[src/hw/rtl/stack_bytecode_interpreter_macros.svh]
// Assertion macros for the RTL files, included by the controller.
`ifndef STACK_BYTECODE_INTERPRETER_MACROS_SVH
`define STACK_BYTECODE_INTERPRETER_MACROS_SVH

// Check that a condition implies a consequence on the same edge.
`define SBI_ASSERT_IMPL(label, clk, rst_n, cond, cons, msg) \
  label: assert property (@(posedge clk) disable iff (!rst_n) (cond) |-> (cons)) \
    else $error(msg);

// Check that a condition implies a consequence on the next edge.
`define SBI_ASSERT_NEXT(label, clk, rst_n, cond, cons, msg) \
  label: assert property (@(posedge clk) disable iff (!rst_n) (cond) |=> (cons)) \
    else $error(msg);

`endif

[src/hw/rtl/sbi_pkg.sv]
package sbi_pkg;

  localparam logic [7:0] OP_NOP  = 8'h00;
  localparam logic [7:0] OP_PUSH = 8'h01;
  localparam logic [7:0] OP_POP  = 8'h02;
  localparam logic [7:0] OP_ADD  = 8'h10;
  localparam logic [7:0] OP_SUB  = 8'h11;
  localparam logic [7:0] OP_MUL  = 8'h12;
  localparam logic [7:0] OP_DIV  = 8'h13;
  localparam logic [7:0] OP_HALT = 8'hFF;

  localparam logic [1:0] ST_OK       = 2'd0;
  localparam logic [1:0] ST_OVERFLOW = 2'd1;
  localparam logic [1:0] ST_INVALID  = 2'd2;
  localparam logic [1:0] ST_DIVZERO  = 2'd3;

  typedef enum logic [1:0] {
    ALU_ADD = 2'd0,
    ALU_SUB = 2'd1,
    ALU_MUL = 2'd2,
    ALU_DIV = 2'd3
  } alu_op_t;

  // Controller to datapath.
  typedef struct packed {
    logic    rd_a;      // read second entry (addr sp-2) into operand a
    logic    rd_b;      // read top entry (addr sp-1) into operand b
    logic    push_wr;   // write pushed operand at sp
    logic    alu_start; // start arithmetic on a, b
    alu_op_t alu_op;
    logic    res_wr;    // write ALU result at sp-2
    logic    rd_bottom; // read entry 0
  } dp_cmd_t;

  // Datapath to controller.
  typedef struct packed {
    logic alu_done;
    logic b_zero;
  } dp_sts_t;

endpackage

[src/hw/rtl/sbi_ram.sv]
module sbi_ram #(
  parameter int WIDTH = 64,
  parameter int DEPTH = 16
) (
  input  logic                     clk,
  input  logic                     wr_en,
  input  logic [$clog2(DEPTH)-1:0] wr_addr,
  input  logic [WIDTH-1:0]         wr_data,
  input  logic [$clog2(DEPTH)-1:0] rd_addr,
  output logic [WIDTH-1:0]         rd_data
);

  logic [WIDTH-1:0] mem_r [DEPTH];

  always_ff @(posedge clk) begin
    if (wr_en) begin
      mem_r[wr_addr] <= wr_data;
    end
    rd_data <= mem_r[rd_addr];
  end

endmodule

[src/hw/rtl/sbi_alu.sv]
module sbi_alu (
  input  logic               clk,
  input  logic               rst_n,
  input  logic               start,
  input  sbi_pkg::alu_op_t   op,
  input  logic [63:0]        a,
  input  logic [63:0]        b,
  output logic               done,
  output logic [63:0]        result
);
  import sbi_pkg::*;

  // Multiply: shift-add, 4 bits per cycle (16 steps).
  // Divide: restoring, 1 bit per cycle (64 steps).
  logic        busy_r, busy_nxt;
  logic        done_r, done_nxt;
  alu_op_t     op_r, op_nxt;
  logic [6:0]  cnt_r, cnt_nxt;
  logic [63:0] acc_r, acc_nxt;   // sum, difference, product, or quotient
  logic [63:0] rem_r, rem_nxt;
  logic [63:0] sa_r, sa_nxt;     // shifting multiplicand / dividend
  logic [63:0] sb_r, sb_nxt;     // multiplier / divisor
  logic [64:0] rem_sh;
  logic [64:0] rem_sub;
  logic [63:0] pp;

  always_comb begin
    busy_nxt = busy_r;
    done_nxt = 1'b0;
    op_nxt   = op_r;
    cnt_nxt  = cnt_r;
    acc_nxt  = acc_r;
    rem_nxt  = rem_r;
    sa_nxt   = sa_r;
    sb_nxt   = sb_r;
    rem_sh   = {rem_r, sa_r[63]};
    rem_sub  = rem_sh - {1'b0, sb_r};
    pp       = sa_r * {60'd0, sb_r[3:0]};
    if (start) begin
      op_nxt = op;
      case (op)
        ALU_ADD: begin
          acc_nxt  = a + b;
          done_nxt = 1'b1;
        end
        ALU_SUB: begin
          acc_nxt  = a - b;
          done_nxt = 1'b1;
        end
        ALU_MUL: begin
          acc_nxt  = '0;
          sa_nxt   = a;
          sb_nxt   = b;
          cnt_nxt  = 7'd16;
          busy_nxt = 1'b1;
        end
        default: begin
          acc_nxt  = '0;
          rem_nxt  = '0;
          sa_nxt   = a;
          sb_nxt   = b;
          cnt_nxt  = 7'd64;
          busy_nxt = 1'b1;
        end
      endcase
    end else if (busy_r) begin
      if (op_r == ALU_MUL) begin
        acc_nxt = acc_r + pp;
        sa_nxt  = {sa_r[59:0], 4'd0};
        sb_nxt  = {4'd0, sb_r[63:4]};
      end else begin
        sa_nxt = {sa_r[62:0], 1'b0};
        if (!rem_sub[64]) begin
          rem_nxt = rem_sub[63:0];
          acc_nxt = {acc_r[62:0], 1'b1};
        end else begin
          rem_nxt = rem_sh[63:0];
          acc_nxt = {acc_r[62:0], 1'b0};
        end
      end
      cnt_nxt = cnt_r - 7'd1;
      if (cnt_r == 7'd1) begin
        busy_nxt = 1'b0;
        done_nxt = 1'b1;
      end
    end
  end

  always_ff @(posedge clk) begin
    if (!rst_n) begin
      busy_r <= 1'b0;
      done_r <= 1'b0;
    end else begin
      busy_r <= busy_nxt;
      done_r <= done_nxt;
    end
    op_r  <= op_nxt;
    cnt_r <= cnt_nxt;
    acc_r <= acc_nxt;
    rem_r <= rem_nxt;
    sa_r  <= sa_nxt;
    sb_r  <= sb_nxt;
  end

  assign done   = done_r;
  assign result = acc_r;

endmodule

[src/hw/rtl/sbi_datapath.sv]
module sbi_datapath #(
  parameter int STACK_DEPTH = 16
) (
  input  logic                           clk,
  input  logic                           rst_n,
  input  sbi_pkg::dp_cmd_t               cmd,
  input  logic [$clog2(STACK_DEPTH)-1:0] sp_idx,  // sp, masked to index width
  input  logic [7:0]                     operand,
  output sbi_pkg::dp_sts_t               sts,
  output logic [63:0]                    rd_word
);
  import sbi_pkg::*;

  localparam int AW = $clog2(STACK_DEPTH);

  logic [63:0]   a_r, a_nxt;
  logic [63:0]   b_r, b_nxt;
  logic          cap_a_r, cap_b_r;
  logic          wr_en;
  logic [AW-1:0] wr_addr;
  logic [63:0]   wr_data;
  logic [AW-1:0] rd_addr;
  logic [63:0]   rd_data;
  logic          alu_done;
  logic [63:0]   alu_res;

  always_comb begin
    wr_en   = cmd.push_wr || cmd.res_wr;
    wr_addr = sp_idx;
    wr_data = {56'd0, operand};
    if (cmd.res_wr) begin
      wr_addr = sp_idx - AW'(2);
      wr_data = alu_res;
    end
    rd_addr = '0;
    if (cmd.rd_a) begin
      rd_addr = sp_idx - AW'(1) - AW'(1);
    end else if (cmd.rd_b) begin
      rd_addr = sp_idx - AW'(1);
    end
    a_nxt = cap_a_r ? rd_data : a_r;
    b_nxt = cap_b_r ? rd_data : b_r;
  end

  sbi_ram #(.WIDTH(64), .DEPTH(STACK_DEPTH)) u_stack (
    .clk    (clk),
    .wr_en  (wr_en),
    .wr_addr(wr_addr),
    .wr_data(wr_data),
    .rd_addr(rd_addr),
    .rd_data(rd_data)
  );

  // The top entry arrives from the RAM in the start cycle: feed it straight through.
  sbi_alu u_alu (
    .clk   (clk),
    .rst_n (rst_n),
    .start (cmd.alu_start),
    .op    (cmd.alu_op),
    .a     (a_r),
    .b     (b_nxt),
    .done  (alu_done),
    .result(alu_res)
  );

  always_ff @(posedge clk) begin
    if (!rst_n) begin
      cap_a_r <= 1'b0;
      cap_b_r <= 1'b0;
    end else begin
      cap_a_r <= cmd.rd_a;
      cap_b_r <= cmd.rd_b;
    end
    a_r <= a_nxt;
    b_r <= b_nxt;
  end

  assign sts.alu_done = alu_done;
  assign sts.b_zero   = (b_nxt == 64'd0);
  assign rd_word      = rd_data;

endmodule

[src/hw/rtl/sbi_ctrl.sv]
`include "stack_bytecode_interpreter_macros.svh"
module sbi_ctrl #(
  parameter int STACK_DEPTH = 16,
  parameter int MAX_PROGRAM = 1024
) (
  input  logic                           clk,
  input  logic                           rst_n,
  input  logic                           in_valid,
  output logic                           in_ready,
  input  logic [7:0]                     in_byte,
  input  logic                           in_last,
  output logic                           out_valid,
  input  logic                           out_ready,
  output logic [63:0]                    out_value,
  output logic [1:0]                     out_status,
  output logic [4:0]                     out_depth,
  output sbi_pkg::dp_cmd_t               cmd,
  output logic [$clog2(STACK_DEPTH)-1:0] sp_idx,
  output logic [7:0]                     operand,
  input  sbi_pkg::dp_sts_t               sts,
  input  logic [63:0]                    rd_word
);
  import sbi_pkg::*;

  localparam int SPW = $clog2(STACK_DEPTH + 1);
  localparam int AW  = $clog2(STACK_DEPTH);
  localparam int BCW = $clog2(MAX_PROGRAM + 2);
  localparam logic [SPW-1:0] SP_FULL = SPW'(STACK_DEPTH);
  localparam logic [BCW-1:0] BC_MAX  = BCW'(MAX_PROGRAM);

  typedef enum logic [6:0] {
    S_IDLE   = 7'b0000001,
    S_RD_A   = 7'b0000010,
    S_RD_B   = 7'b0000100,
    S_START  = 7'b0001000,
    S_WAIT   = 7'b0010000,
    S_FIN_RD = 7'b0100000,
    S_FIN    = 7'b1000000
  } state_t;

  state_t         state_r, state_nxt;
  logic [SPW-1:0] sp_r, sp_nxt;
  logic           await_r, await_nxt;
  logic           stop_r, stop_nxt;
  logic [1:0]     err_r, err_nxt;
  logic [BCW-1:0] bc_r, bc_nxt;
  logic           last_r, last_nxt;
  alu_op_t        aop_r, aop_nxt;
  logic           ov_r, ov_nxt;
  logic [63:0]    ov_val_r, ov_val_nxt;
  logic [1:0]     ov_st_r, ov_st_nxt;
  logic [4:0]     ov_dp_r, ov_dp_nxt;
  logic           in_xfer;
  logic           out_xfer;
  logic           too_long;

  assign in_xfer  = in_valid && in_ready;
  assign out_xfer = out_valid && out_ready;
  assign in_ready = (state_r == S_IDLE);
  assign too_long = bc_r > BC_MAX;

  always_comb begin
    state_nxt  = state_r;
    sp_nxt     = sp_r;
    await_nxt  = await_r;
    stop_nxt   = stop_r;
    err_nxt    = err_r;
    bc_nxt     = bc_r;
    last_nxt   = last_r;
    aop_nxt    = aop_r;
    ov_nxt     = ov_r && !out_xfer;
    ov_val_nxt = ov_val_r;
    ov_st_nxt  = ov_st_r;
    ov_dp_nxt  = ov_dp_r;
    cmd        = '0;
    cmd.alu_op = aop_r;
    case (state_r)
      S_IDLE: begin
        if (in_xfer) begin
          last_nxt = in_last;
          if (bc_r <= BC_MAX) begin
            bc_nxt = bc_r + BCW'(1);
          end
          state_nxt = in_last ? S_FIN_RD : S_IDLE;
          if (!stop_r) begin
            if (await_r) begin
              await_nxt = 1'b0;
              if (sp_r < SP_FULL) begin
                cmd.push_wr = 1'b1;
                sp_nxt      = sp_r + SPW'(1);
              end
            end else begin
              case (in_byte)
                OP_NOP: ;
                OP_HALT: stop_nxt = 1'b1;
                OP_PUSH: begin
                  if (sp_r >= SP_FULL) begin
                    stop_nxt = 1'b1;
                    err_nxt  = ST_OVERFLOW;
                  end else if (in_last) begin
                    stop_nxt = 1'b1;
                    err_nxt  = ST_INVALID;
                  end else begin
                    await_nxt = 1'b1;
                  end
                end
                OP_POP: begin
                  if (sp_r == '0) begin
                    stop_nxt = 1'b1;
                    err_nxt  = ST_INVALID;
                  end else begin
                    sp_nxt = sp_r - SPW'(1);
                  end
                end
                OP_ADD, OP_SUB, OP_MUL, OP_DIV: begin
                  if (sp_r < SPW'(2)) begin
                    stop_nxt = 1'b1;
                    err_nxt  = ST_INVALID;
                  end else begin
                    aop_nxt   = alu_op_t'(in_byte[1:0]);
                    state_nxt = S_RD_A;
                  end
                end
                default: begin
                  stop_nxt = 1'b1;
                  err_nxt  = ST_INVALID;
                end
              endcase
            end
          end
        end
      end
      S_RD_A: begin
        cmd.rd_a  = 1'b1;
        state_nxt = S_RD_B;
      end
      S_RD_B: begin
        cmd.rd_b  = 1'b1;
        state_nxt = S_START;
      end
      S_START: begin
        if (aop_r == ALU_DIV && sts.b_zero) begin
          stop_nxt  = 1'b1;
          err_nxt   = ST_DIVZERO;
          state_nxt = last_r ? S_FIN_RD : S_IDLE;
        end else begin
          cmd.alu_start = 1'b1;
          state_nxt     = S_WAIT;
        end
      end
      S_WAIT: begin
        if (sts.alu_done) begin
          cmd.res_wr = 1'b1;
          sp_nxt     = sp_r - SPW'(1);
          state_nxt  = last_r ? S_FIN_RD : S_IDLE;
        end
      end
      S_FIN_RD: begin
        cmd.rd_bottom = 1'b1;
        state_nxt     = S_FIN;
      end
      S_FIN: begin
        // Hold here while the previous result still waits on the output.
        if (!ov_r || out_xfer) begin
          ov_nxt     = 1'b1;
          ov_val_nxt = (!too_long && err_r == ST_OK && sp_r != '0) ? rd_word : 64'd0;
          ov_st_nxt  = too_long ? ST_INVALID : err_r;
          ov_dp_nxt  = too_long ? 5'd0 : 5'(sp_r);
          sp_nxt     = '0;
          await_nxt  = 1'b0;
          stop_nxt   = 1'b0;
          err_nxt    = ST_OK;
          bc_nxt     = '0;
          state_nxt  = S_IDLE;
        end
      end
      default: state_nxt = S_IDLE;
    endcase
  end

  always_ff @(posedge clk) begin
    if (!rst_n) begin
      state_r <= S_IDLE;
      sp_r    <= '0;
      await_r <= 1'b0;
      stop_r  <= 1'b0;
      err_r   <= ST_OK;
      bc_r    <= '0;
      ov_r    <= 1'b0;
    end else begin
      state_r <= state_nxt;
      sp_r    <= sp_nxt;
      await_r <= await_nxt;
      stop_r  <= stop_nxt;
      err_r   <= err_nxt;
      bc_r    <= bc_nxt;
      ov_r    <= ov_nxt;
    end
    last_r   <= last_nxt;
    aop_r    <= aop_nxt;
    ov_val_r <= ov_val_nxt;
    ov_st_r  <= ov_st_nxt;
    ov_dp_r  <= ov_dp_nxt;
  end

  // Push writes the incoming byte directly; otherwise index from the stack pointer.
  assign operand    = in_byte;
  assign sp_idx     = AW'(sp_r);
  assign out_valid  = ov_r;
  assign out_value  = ov_val_r;
  assign out_status = ov_st_r;
  assign out_depth  = ov_dp_r;

  `SBI_ASSERT_IMPL(a_sp_range, clk, rst_n, 1'b1, sp_r <= SP_FULL, "stack pointer beyond depth")
  `SBI_ASSERT_IMPL(a_no_in_busy, clk, rst_n, state_r != S_IDLE, !in_ready, "input taken while busy")
  `SBI_ASSERT_NEXT(a_fin_out, clk, rst_n, state_r == S_FIN, out_valid, "result not raised")
  `SBI_ASSERT_IMPL(a_wr_excl, clk, rst_n, cmd.res_wr, !cmd.push_wr, "two stack writes")

endmodule

[src/hw/rtl/stack_bytecode_interpreter.sv]
// Sequencing: nop/push/pop/halt are handled as each byte is accepted; add/sub/mul/div
// step through S_RD_A, S_RD_B, S_START and S_WAIT (div: 1 quotient bit per cycle in the divider).
// The final byte reads the bottom stack word (S_FIN_RD, S_FIN) before the result is shown;
// a result still waiting on the output holds the next final byte until it is taken.
// Throughput: one byte per cycle for stack moves while the controller is idle; input is
// held off while arithmetic uses the shared arithmetic unit and while a final byte is finished.
// Reset: synchronous active-low rst_n clears pointer, flags, status and counters.
module stack_bytecode_interpreter #(
  parameter int STACK_DEPTH = 16,
  parameter int MAX_PROGRAM = 1024
) (
  input  logic        clk,
  input  logic        rst_n,
  input  logic        in_tvalid,
  output logic        in_tready,
  input  logic [7:0]  in_tdata,   // [7:0] code_byte
  input  logic        in_tlast,   // last_byte
  output logic        out_tvalid,
  input  logic        out_tready,
  output logic [71:0] out_tdata   // [63:0] result_value, [65:64] status, [70:66] final_depth
);
  import sbi_pkg::*;

  dp_cmd_t                    cmd;
  dp_sts_t                    sts;
  logic [$clog2(STACK_DEPTH)-1:0] sp_idx;
  logic [7:0]                 operand;
  logic [63:0]                rd_word;
  logic [63:0]                res_value;
  logic [1:0]                 res_status;
  logic [4:0]                 res_depth;

  // Controller: decode each transfer, sequence stack reads and arithmetic.
  sbi_ctrl #(.STACK_DEPTH(STACK_DEPTH), .MAX_PROGRAM(MAX_PROGRAM)) u_ctrl (
    .clk       (clk),
    .rst_n     (rst_n),
    .in_valid  (in_tvalid),
    .in_ready  (in_tready),
    .in_byte   (in_tdata),
    .in_last   (in_tlast),
    .out_valid (out_tvalid),
    .out_ready (out_tready),
    .out_value (res_value),
    .out_status(res_status),
    .out_depth (res_depth),
    .cmd       (cmd),
    .sp_idx    (sp_idx),
    .operand   (operand),
    .sts       (sts),
    .rd_word   (rd_word)
  );

  // Datapath: stack RAM, operand registers and arithmetic unit.
  sbi_datapath #(.STACK_DEPTH(STACK_DEPTH)) u_dp (
    .clk    (clk),
    .rst_n  (rst_n),
    .cmd    (cmd),
    .sp_idx (sp_idx),
    .operand(operand),
    .sts    (sts),
    .rd_word(rd_word)
  );

  // Pack the result, padded with zeros to whole bytes.
  assign out_tdata = {1'b0, res_depth, res_status, res_value};

endmodule

[config.mk]
export PLATFORM = sky130hd
export DESIGN_NAME = stack_bytecode_interpreter
export DESIGN_NICKNAME = d
export VERILOG_FILES = /design/src/hw/rtl/sbi_pkg.sv /design/src/hw/rtl/sbi_ram.sv /design/src/hw/rtl/sbi_alu.sv /design/src/hw/rtl/sbi_datapath.sv /design/src/hw/rtl/sbi_ctrl.sv /design/src/hw/rtl/stack_bytecode_interpreter.sv
export VERILOG_INCLUDE_DIRS = /design/src /design/src/hw/rtl
export SDC_FILE = /design/constraint.sdc
export NUM_CORES = 2
export LEC_CHECK = 0
export BUFFER_PORTS_ARGS = -buffer_cell sky130_fd_sc_hd__buf_2
export CORE_MARGIN = 4
export CORE_UTILIZATION = 50
export CTS_CLUSTER_SIZE = 20
export DETAILED_ROUTE_END_ITERATION = 10
export HOLD_SLACK_MARGIN = 0.15
export PLACE_DENSITY = 0.78
export SLEW_MARGIN = 20
export SYNTH_ARGS = -nofsm -noshare
export SYNTH_HDL_FRONTEND = slang
export SYNTH_SLANG_ARGS = --single-unit
[constraint.sdc]
create_clock -name clk -period 8.5 [get_ports clk]
set_input_delay 2.55 -clock clk [delete_from_list [all_inputs] [get_ports clk]]
set_output_delay 2.55 -clock clk [all_outputs]
set_load 0.03 [all_outputs]
### Word-level counts from Yosys, hierarchy flattened

Memories as Yosys holds them, arrays and structs flattened. A register that Yosys moved wholly into a read port is not among the register bits.
Cells that the tools add are included.

* bits in registers: 499
* RAM bits: 1024
* bits of input ports: 13
* output and inout bits: 74
* logic and storage cells: 221
* memories kept: 1

* add/sub/neg operators: 11
* multiply operators: 1
* $lt $le $gt $ge: 5
* eq/ne operators: 36
* muxes and demuxes: 102
* bitwise logic cells: 3
* reduce and logical (&&, ||, !) cells: 38

Memory list
* u_dp.u_stack.mem_r: depth 16, bits a word 64, rd ports 1, clocked after memory_dff 1, wr ports 1, RTL line sbi_ram.sv:13 `logic [WIDTH-1:0] mem_r [DEPTH];`

Operator list (number)
* 2-to-1 mux 64 bit: 18
* adder 64 bit: 2
* one-hot mux 64 bit (2 select lines): 1
* 2-to-1 mux 7 bit: 10
* subtractor 65 x 64 -> 65 bit: 1
* logical NOT 64 bit: 1
* multiplier 64 x 4 -> 64 bit: 1
* subtractor 64 bit: 1
* one-hot mux 7 bit (7 select lines): 1
* 2-to-1 mux 5 bit: 8
* 2-to-1 mux 1 bit: 39
* 2-to-1 mux 11 bit: 3
* equality test 8 x 5 -> 1 bit (second input constant): 4
* one-hot mux 11 bit (2 select lines): 1
* 2-to-1 mux 2 bit: 9
* != test 2 bit (second input constant): 8
* != test 3 bit (second input constant): 5
* one-hot mux 5 bit (3 select lines): 1
* equality test 7 x 1 -> 1 bit (second input constant): 2
* one-hot mux 7 bit (2 select lines): 1
* 2-to-1 mux 4 bit: 3
* 2-to-1 mux 6 bit: 2
* AND reduction 4 bit: 3
* adder 11 x 1 -> 11 bit (second input constant): 1
* 46 further kinds: 70

### Logic depth before layout (Yosys ltp)

* depth in word-level cells: 9
* gate-level depth with buffers: 32
* mapped depth without buffers: 24

### Hierarchy

Synthesis repeated with hierarchy kept, for this count alone.

* cell total of the unflattened synthesis: 5959
* area total of the unflattened synthesis: 79676.4 sq um

Modules (own cells, without submodules)
* sbi_ram: instances 1, cells an instance 1647, area an instance 39581.7 sq um, seq. area each 32030.7 sq um
* sbi_alu: instances 1, cells an instance 3557, area an instance 30434.2 sq um, seq. area each 7997.7 sq um
* sbi_datapath: instances 1, cells an instance 348, area an instance 4984.8 sq um, seq. area each 3243.1 sq um
* sbi_ctrl: instances 1, cells an instance 405, area an instance 4664.5 sq um, seq. area each 2782.7 sq um
* stack_bytecode_interpreter: instances 1, cells an instance 2, area an instance 11.3 sq um, seq. area each 0.0 sq um

### Worst setup path before layout

Ideal clock, no wire load.

* path type: reg2reg
* start point: reg u_dp.cap_b_r
* end point: reg u_dp.u_alu.sb_r[0], enable pin
* library setup time: 565 ps
* arrival time: 8400 ps
* data required time: 7935 ps
* setup slack: -465 ps
* cell stages (with the launch flop): 25
* path buffers: 11
* clock period less this slack: 8965 ps
* path through: dfxtp_1 buf_6 buf_6 buf_6 buf_4 buf_6 clkbuf_1 clkbuf_1 buf_2 mux2i_1 ha_1 o221ai_1 or2_1 or2_1 nor4_1 nand2_1 nor2_2 nand2_1 nand2b_1 buf_4 inv_2 buf_2 buf_2 nor2_1 nor3_1

* longest elaborated chain between the ends: 7
* elaborated cells on any way between the ends: 9
* those cells by class: 1 x eq/ne; 3 x mux; 5 x reduce/logical

Ends and longest elaborated chain
* start: declaration: RTL line sbi_datapath.sv:18 `logic cap_a_r, cap_b_r;`
* start signal: assignment: RTL line sbi_datapath.sv:72 `cap_b_r <= cmd.rd_b;`
* 2-to-1 mux 64 bit (*): RTL line sbi_datapath.sv:42 `b_nxt = cap_b_r ? rd_data : b_r;`
* logical NOT 64 bit (*): RTL line sbi_datapath.sv:79 `assign sts.b_zero = (b_nxt == 64'd0);`
* logical AND 1 bit (*): RTL line sbi_ctrl.sv:142 `if (aop_r == ALU_DIV && sts.b_zero) begin`
* 2-to-1 mux 1 bit (*): RTL line sbi_ctrl.sv:142
* 2-to-1 mux 1 bit (*): RTL line sbi_ctrl.sv:77 `case (state_r)`
* != test 2 bit (no source line) or nonzero test 2 bit (tied branches)
* AND reduction 3 bit (no source line) (*)
* end signal: assignment: RTL line sbi_alu.sv:102 `sb_r <= sb_nxt;`
* end: declaration: RTL line sbi_alu.sv:22 `logic [63:0] sb_r, sb_nxt;`

Mark *: on every way between the ends. The rest lies on a longest branch, timed or not.
A chain may end at the register's enable or synchronous reset.

### Final worst setup path

* start point: reg u_dp.u_alu.sb_r[1]
* end point: reg u_dp.u_alu.acc_r[56], in the netlist u_dp.u_alu.result[56], data pin

* longest elaborated chain between the ends: 5

Ends and longest elaborated chain
* multiplier 64 x 4 -> 64 bit: RTL line sbi_alu.sv:38 `pp = sa_r * {60'd0, sb_r[3:0]};`
* adder 64 bit: RTL line sbi_alu.sv:68 `acc_nxt = acc_r + pp;`
* 2-to-1 mux 64 bit: RTL line sbi_alu.sv:67 `if (op_r == ALU_MUL) begin`
* 2-to-1 mux 64 bit: RTL line sbi_alu.sv:66 `end else if (busy_r) begin`
* 2-to-1 mux 64 bit: RTL line sbi_alu.sv:39 `if (start) begin`
* named net u_dp.u_alu.acc_nxt[56]: RTL line sbi_alu.sv:19 `logic [63:0] acc_r, acc_nxt;`
* end signal: assignment: RTL line sbi_alu.sv:99 `acc_r <= acc_nxt;`
* end: declaration: RTL line sbi_alu.sv:19

The timed path passes the listed nets, and every way through them passes these cells. The select of a mux whose other input is x is not followed.

==> flow_summary.yaml <==
global_routing:
  grt_pass1_vias: 56103
  antenna_violations_before_repair: 12
  groute.usage.overall: 0.2597
  maximum_number_of_pins_on_one_net_before_global_route_repair: 189
  grt_first_pass_wirelength_um: 338200
  grt_overflow_total: 0
synthesis:
  post_synthesis_compound_gate_area_fraction: 0.1059
  syn_area_per_cell_um2: 10.84
  synthXorXnorAreaFrac: 0.02846
  post-synth-top-count-cell: "nand2_1"
  synthArstFlopShare: 0
  synth_fp_nets: 7891
  netlist-cell-type-count: 96
  synth_simple_gate_area_share: 0.1641
  yosys.area.top_type_share: 0.5281
  synthesis.area_mm2: 0.08115
  yosys-mux-area-fraction: 0.01576
  yosys-top-cells-count: "nand2_1 (1,455), edfxtp_1 (1,427), nor2_1 (443)"
  synth-warning-count: 0
  synth.ff_latch_count: 1587
  synth-main-ff-cell: "edfxtp_1"
  synth_adder_area_share: 0.07731
  synth.area.top_cells: "edfxtp_1 (53%), nand2_1 (6.7%), fa_1 (4.5%)"
  synth_top_family_by_area: "simple AND/OR/NAND/NOR gates"
  synth_seq_area_share: 0.5675
  synth_enable_flop_cells: 1427
  syn_inst: 7487
  synth_top_cell_by_area: "edfxtp_1"
clocking:
  insertion_delay_ns: 0.83
  ctsRootBufferMaster: "clkbuf_16"
  clock_tree.htree_level_count: 4
  holdBufCountCts: 0
  post_cts_resized: 0
  cts-root-to-sink-buffers: 3
  worst_setup_hold_path_clk_slew_ns: 0.06
  cts_buf_count: 161
  tritoncts: "built"
  postCtsSetupRepairBufs: 0
  tritoncts_num_sinks: 1587
hold_path:
  timing.hold.worst.class: "flop to flop"
setup_path:
  worstPathCellList: "buf_4 -> and2_1 -> fa_1 -> fa_1 -> fa_1 -> ha_1 -> and3_1 -> a31oi_1 -> o21ai_0 -> a311oi_1 -> o21ai_1 -> a21oi_1 -> o41a_1 -> o21ai_1 -> a2111oi_0 -> nor3_1 -> xor2_1 -> o221a_1"
  worstSetupEndpointType: "flop"
  slowest_stage: "a311oi_1"
  worst_setup_path_start_kind: "flop"
  critPathMostFrequentCell: "fa_1"
  slowest_delay_ns: 0.59
  critPathTopFamily: "compound AO/OA/AOI/OAI gates"
  cp.arrival_ns: 7.49
  timing.critical_path.buf_inv: 1
  path_max_fanout: 57
  crit_required_ns: 9.07
  critical_path_type: "flop to flop"
routing:
  detail_route.drc_violations: 0
  vias: 58654
  route.detailed.vias_per_inst: 6.051
  detail_route.iter0.violations: 7194
  antenna_left: 0
  detailedRoute.firstPassIterationCount: 8
  detail_route.wirelength_um: 223900
  routedWlPerCell_um: 23.10
sta:
  fmax_ghz: 0.1445
  timing.final.crit_share: 0.8141
  timing.final.setup_violations: 0
  layout_setup_ws_ns: 1.580
  worst_slew_margin_rel: 0.1821
  timing.final.max_slew_violations: 0
  tns_ns: 0
  final.setup_skew_ns: 0.05701
  final_number_of_hold_violating_endpoints: 0
  post-route-min-period_ns: 6.920
  rsz_0062_raised_after_global_routing: "no"
  timing_worst_slew_pin_value_ns: 1.227
placement:
  pre_cts_ws_ns: 1.728
  place.detailed.hpwl_um: 141400
  port_buffers: 85
  place_area_mm2: 0.08366
  finalWeightedCongestion: 0.9743
final_layout:
  area_growth_pct: 9.973
  final_area_mm2: 0.08924
  design.final.nets: 7798
  drive_gt1_frac: 0.06561
power:
  cellLeakagePower_nw: 35.54
  power.density_cell_area_mw_per_mm2: 177.1
  vdd_drop_max_mv: 0.1589
  power_mw: 15.81
floorplanning:
  core_area_mm2: 0.1609
  start_util: 0.5042
  die_x_um: 410.9
  fp-row-count: 147
  die_area_mm2: 0.1688
  die-height_um: 410.9
  ios: 87
run_status:
  status: "completed"
run:
  maxCapViolations: 0
-- through the flow --
| step | utilization | hold slack [ns] | cells |
|---|---|---|---|
| floorplan | - | 0.4164 | 7487 |
| global placement | 0.5198 | 0.4531 | 9390 |
| detailed placement | 0.5198 | 0.4597 | 9390 |
| CTS | 0.5542 | 0.4697 | 9688 |
| global route | 0.5544 | 0.4778 | 9689 |
| finish | 0.5545 | 0.4680 | 9693 |
-- report_power, final --
group | internal [mW] | switching [mW] | leakage, nW
combinational | 0.0281 | 0.0610 | 17.6
sequential | 8.39 | 0.00637 | 15.2
clock | 4.20 | 3.13 | 2.65
total | 12.6 | 3.19 | 35.5
-- area by class of cell --
cell class	instances	area, um^2
Sequential cell	1587	46060
Timing Repair Buffer	160	1259
Fill cell	13042	71700
Antenna cell	4	10.01
Clock inverter	75	1106
Clock buffer	223	4432
Multi-Input combinational cell	5046	32010
Tap cell	2160	2703
Inverter	438	1654
-- sequential cells by signal, summed over array words and instances, names as in the netlist, 5 cells and up --
name and cells:
u_dp.a_r 64, u_ctrl.sp_r 5, u_dp.u_stack.rd_data 64, u_ctrl.out_depth 5
u_dp.b_r 64, u_dp.u_alu.result 64, u_ctrl.bc_r 11, u_ctrl.state_r 7
u_dp.u_alu.sb_r 64, u_dp.u_alu.cnt_r 7, u_dp.u_alu.sa_r 64, u_ctrl.out_value 64
u_dp.u_alu.rem_r 64, u_dp.u_stack.mem_r 1024
-- cell usage in the layout, fill, tap and decap left out, types with 31 or more instances in the layout --
cell type	count
a21oi_1	372
inv_1	433
buf_2	85
nor3_1	64
xor2_1	83
o22ai_1	40
mux2i_1	103
nand2b_1	33
buf_4	54
o21ai_1	66
clkbuf_16	161
a21o_1	95
a311oi_1	196
ha_1	207
a31oi_1	161
and2_1	311
fa_1	184
and3_1	152
nand4_1	49
nand2_1	1450
o21ai_0	166
nand3_1	309
edfxtp_1	1427
dfxtp_1	158
clkbuf_1	45
xnor2_1	177
nor2_1	426
o21bai_1	31
-- per-layer routing --
metal	routed length (um)	vias to the layer above	GRT usage
met4	6343	2	0.07939
met1	91150	28658	0.3719
met2	101800	3187	0.4029
met5	13	-	0
li1	-	26393	-
met3	24630	414	0.05021
-- logic make-up after synthesis --
group | after synthesis
adder cells (fa/ha/maj) | 391
buffers and inverters | 854
XOR/XNOR | 262
AND/OR/NAND/NOR | 2944
other | 1
flip-flops | 1587
AO/OA/AOI/OAI | 1324
multiplexers | 124
-- worst paths after layout --
| check | cells after the start | endpoint | slack [ns] | from |
|---|---|---|---|---|
| worst min register to register | 0 | u_dp.a_r[10] | 0.47 | u_dp.u_stack.rd_data[10] |
| worst max register to register | 18 | u_dp.u_alu.result[56] | 1.58 | u_dp.u_alu.sb_r[1] |
| worst min-delay path | 0 | u_dp.a_r[10] | 0.47 | u_dp.u_stack.rd_data[10] |
| worst max-delay path | 18 | u_dp.u_alu.result[56] | 1.58 | u_dp.u_alu.sb_r[1] |
Power figures use the tool's default switching activity.
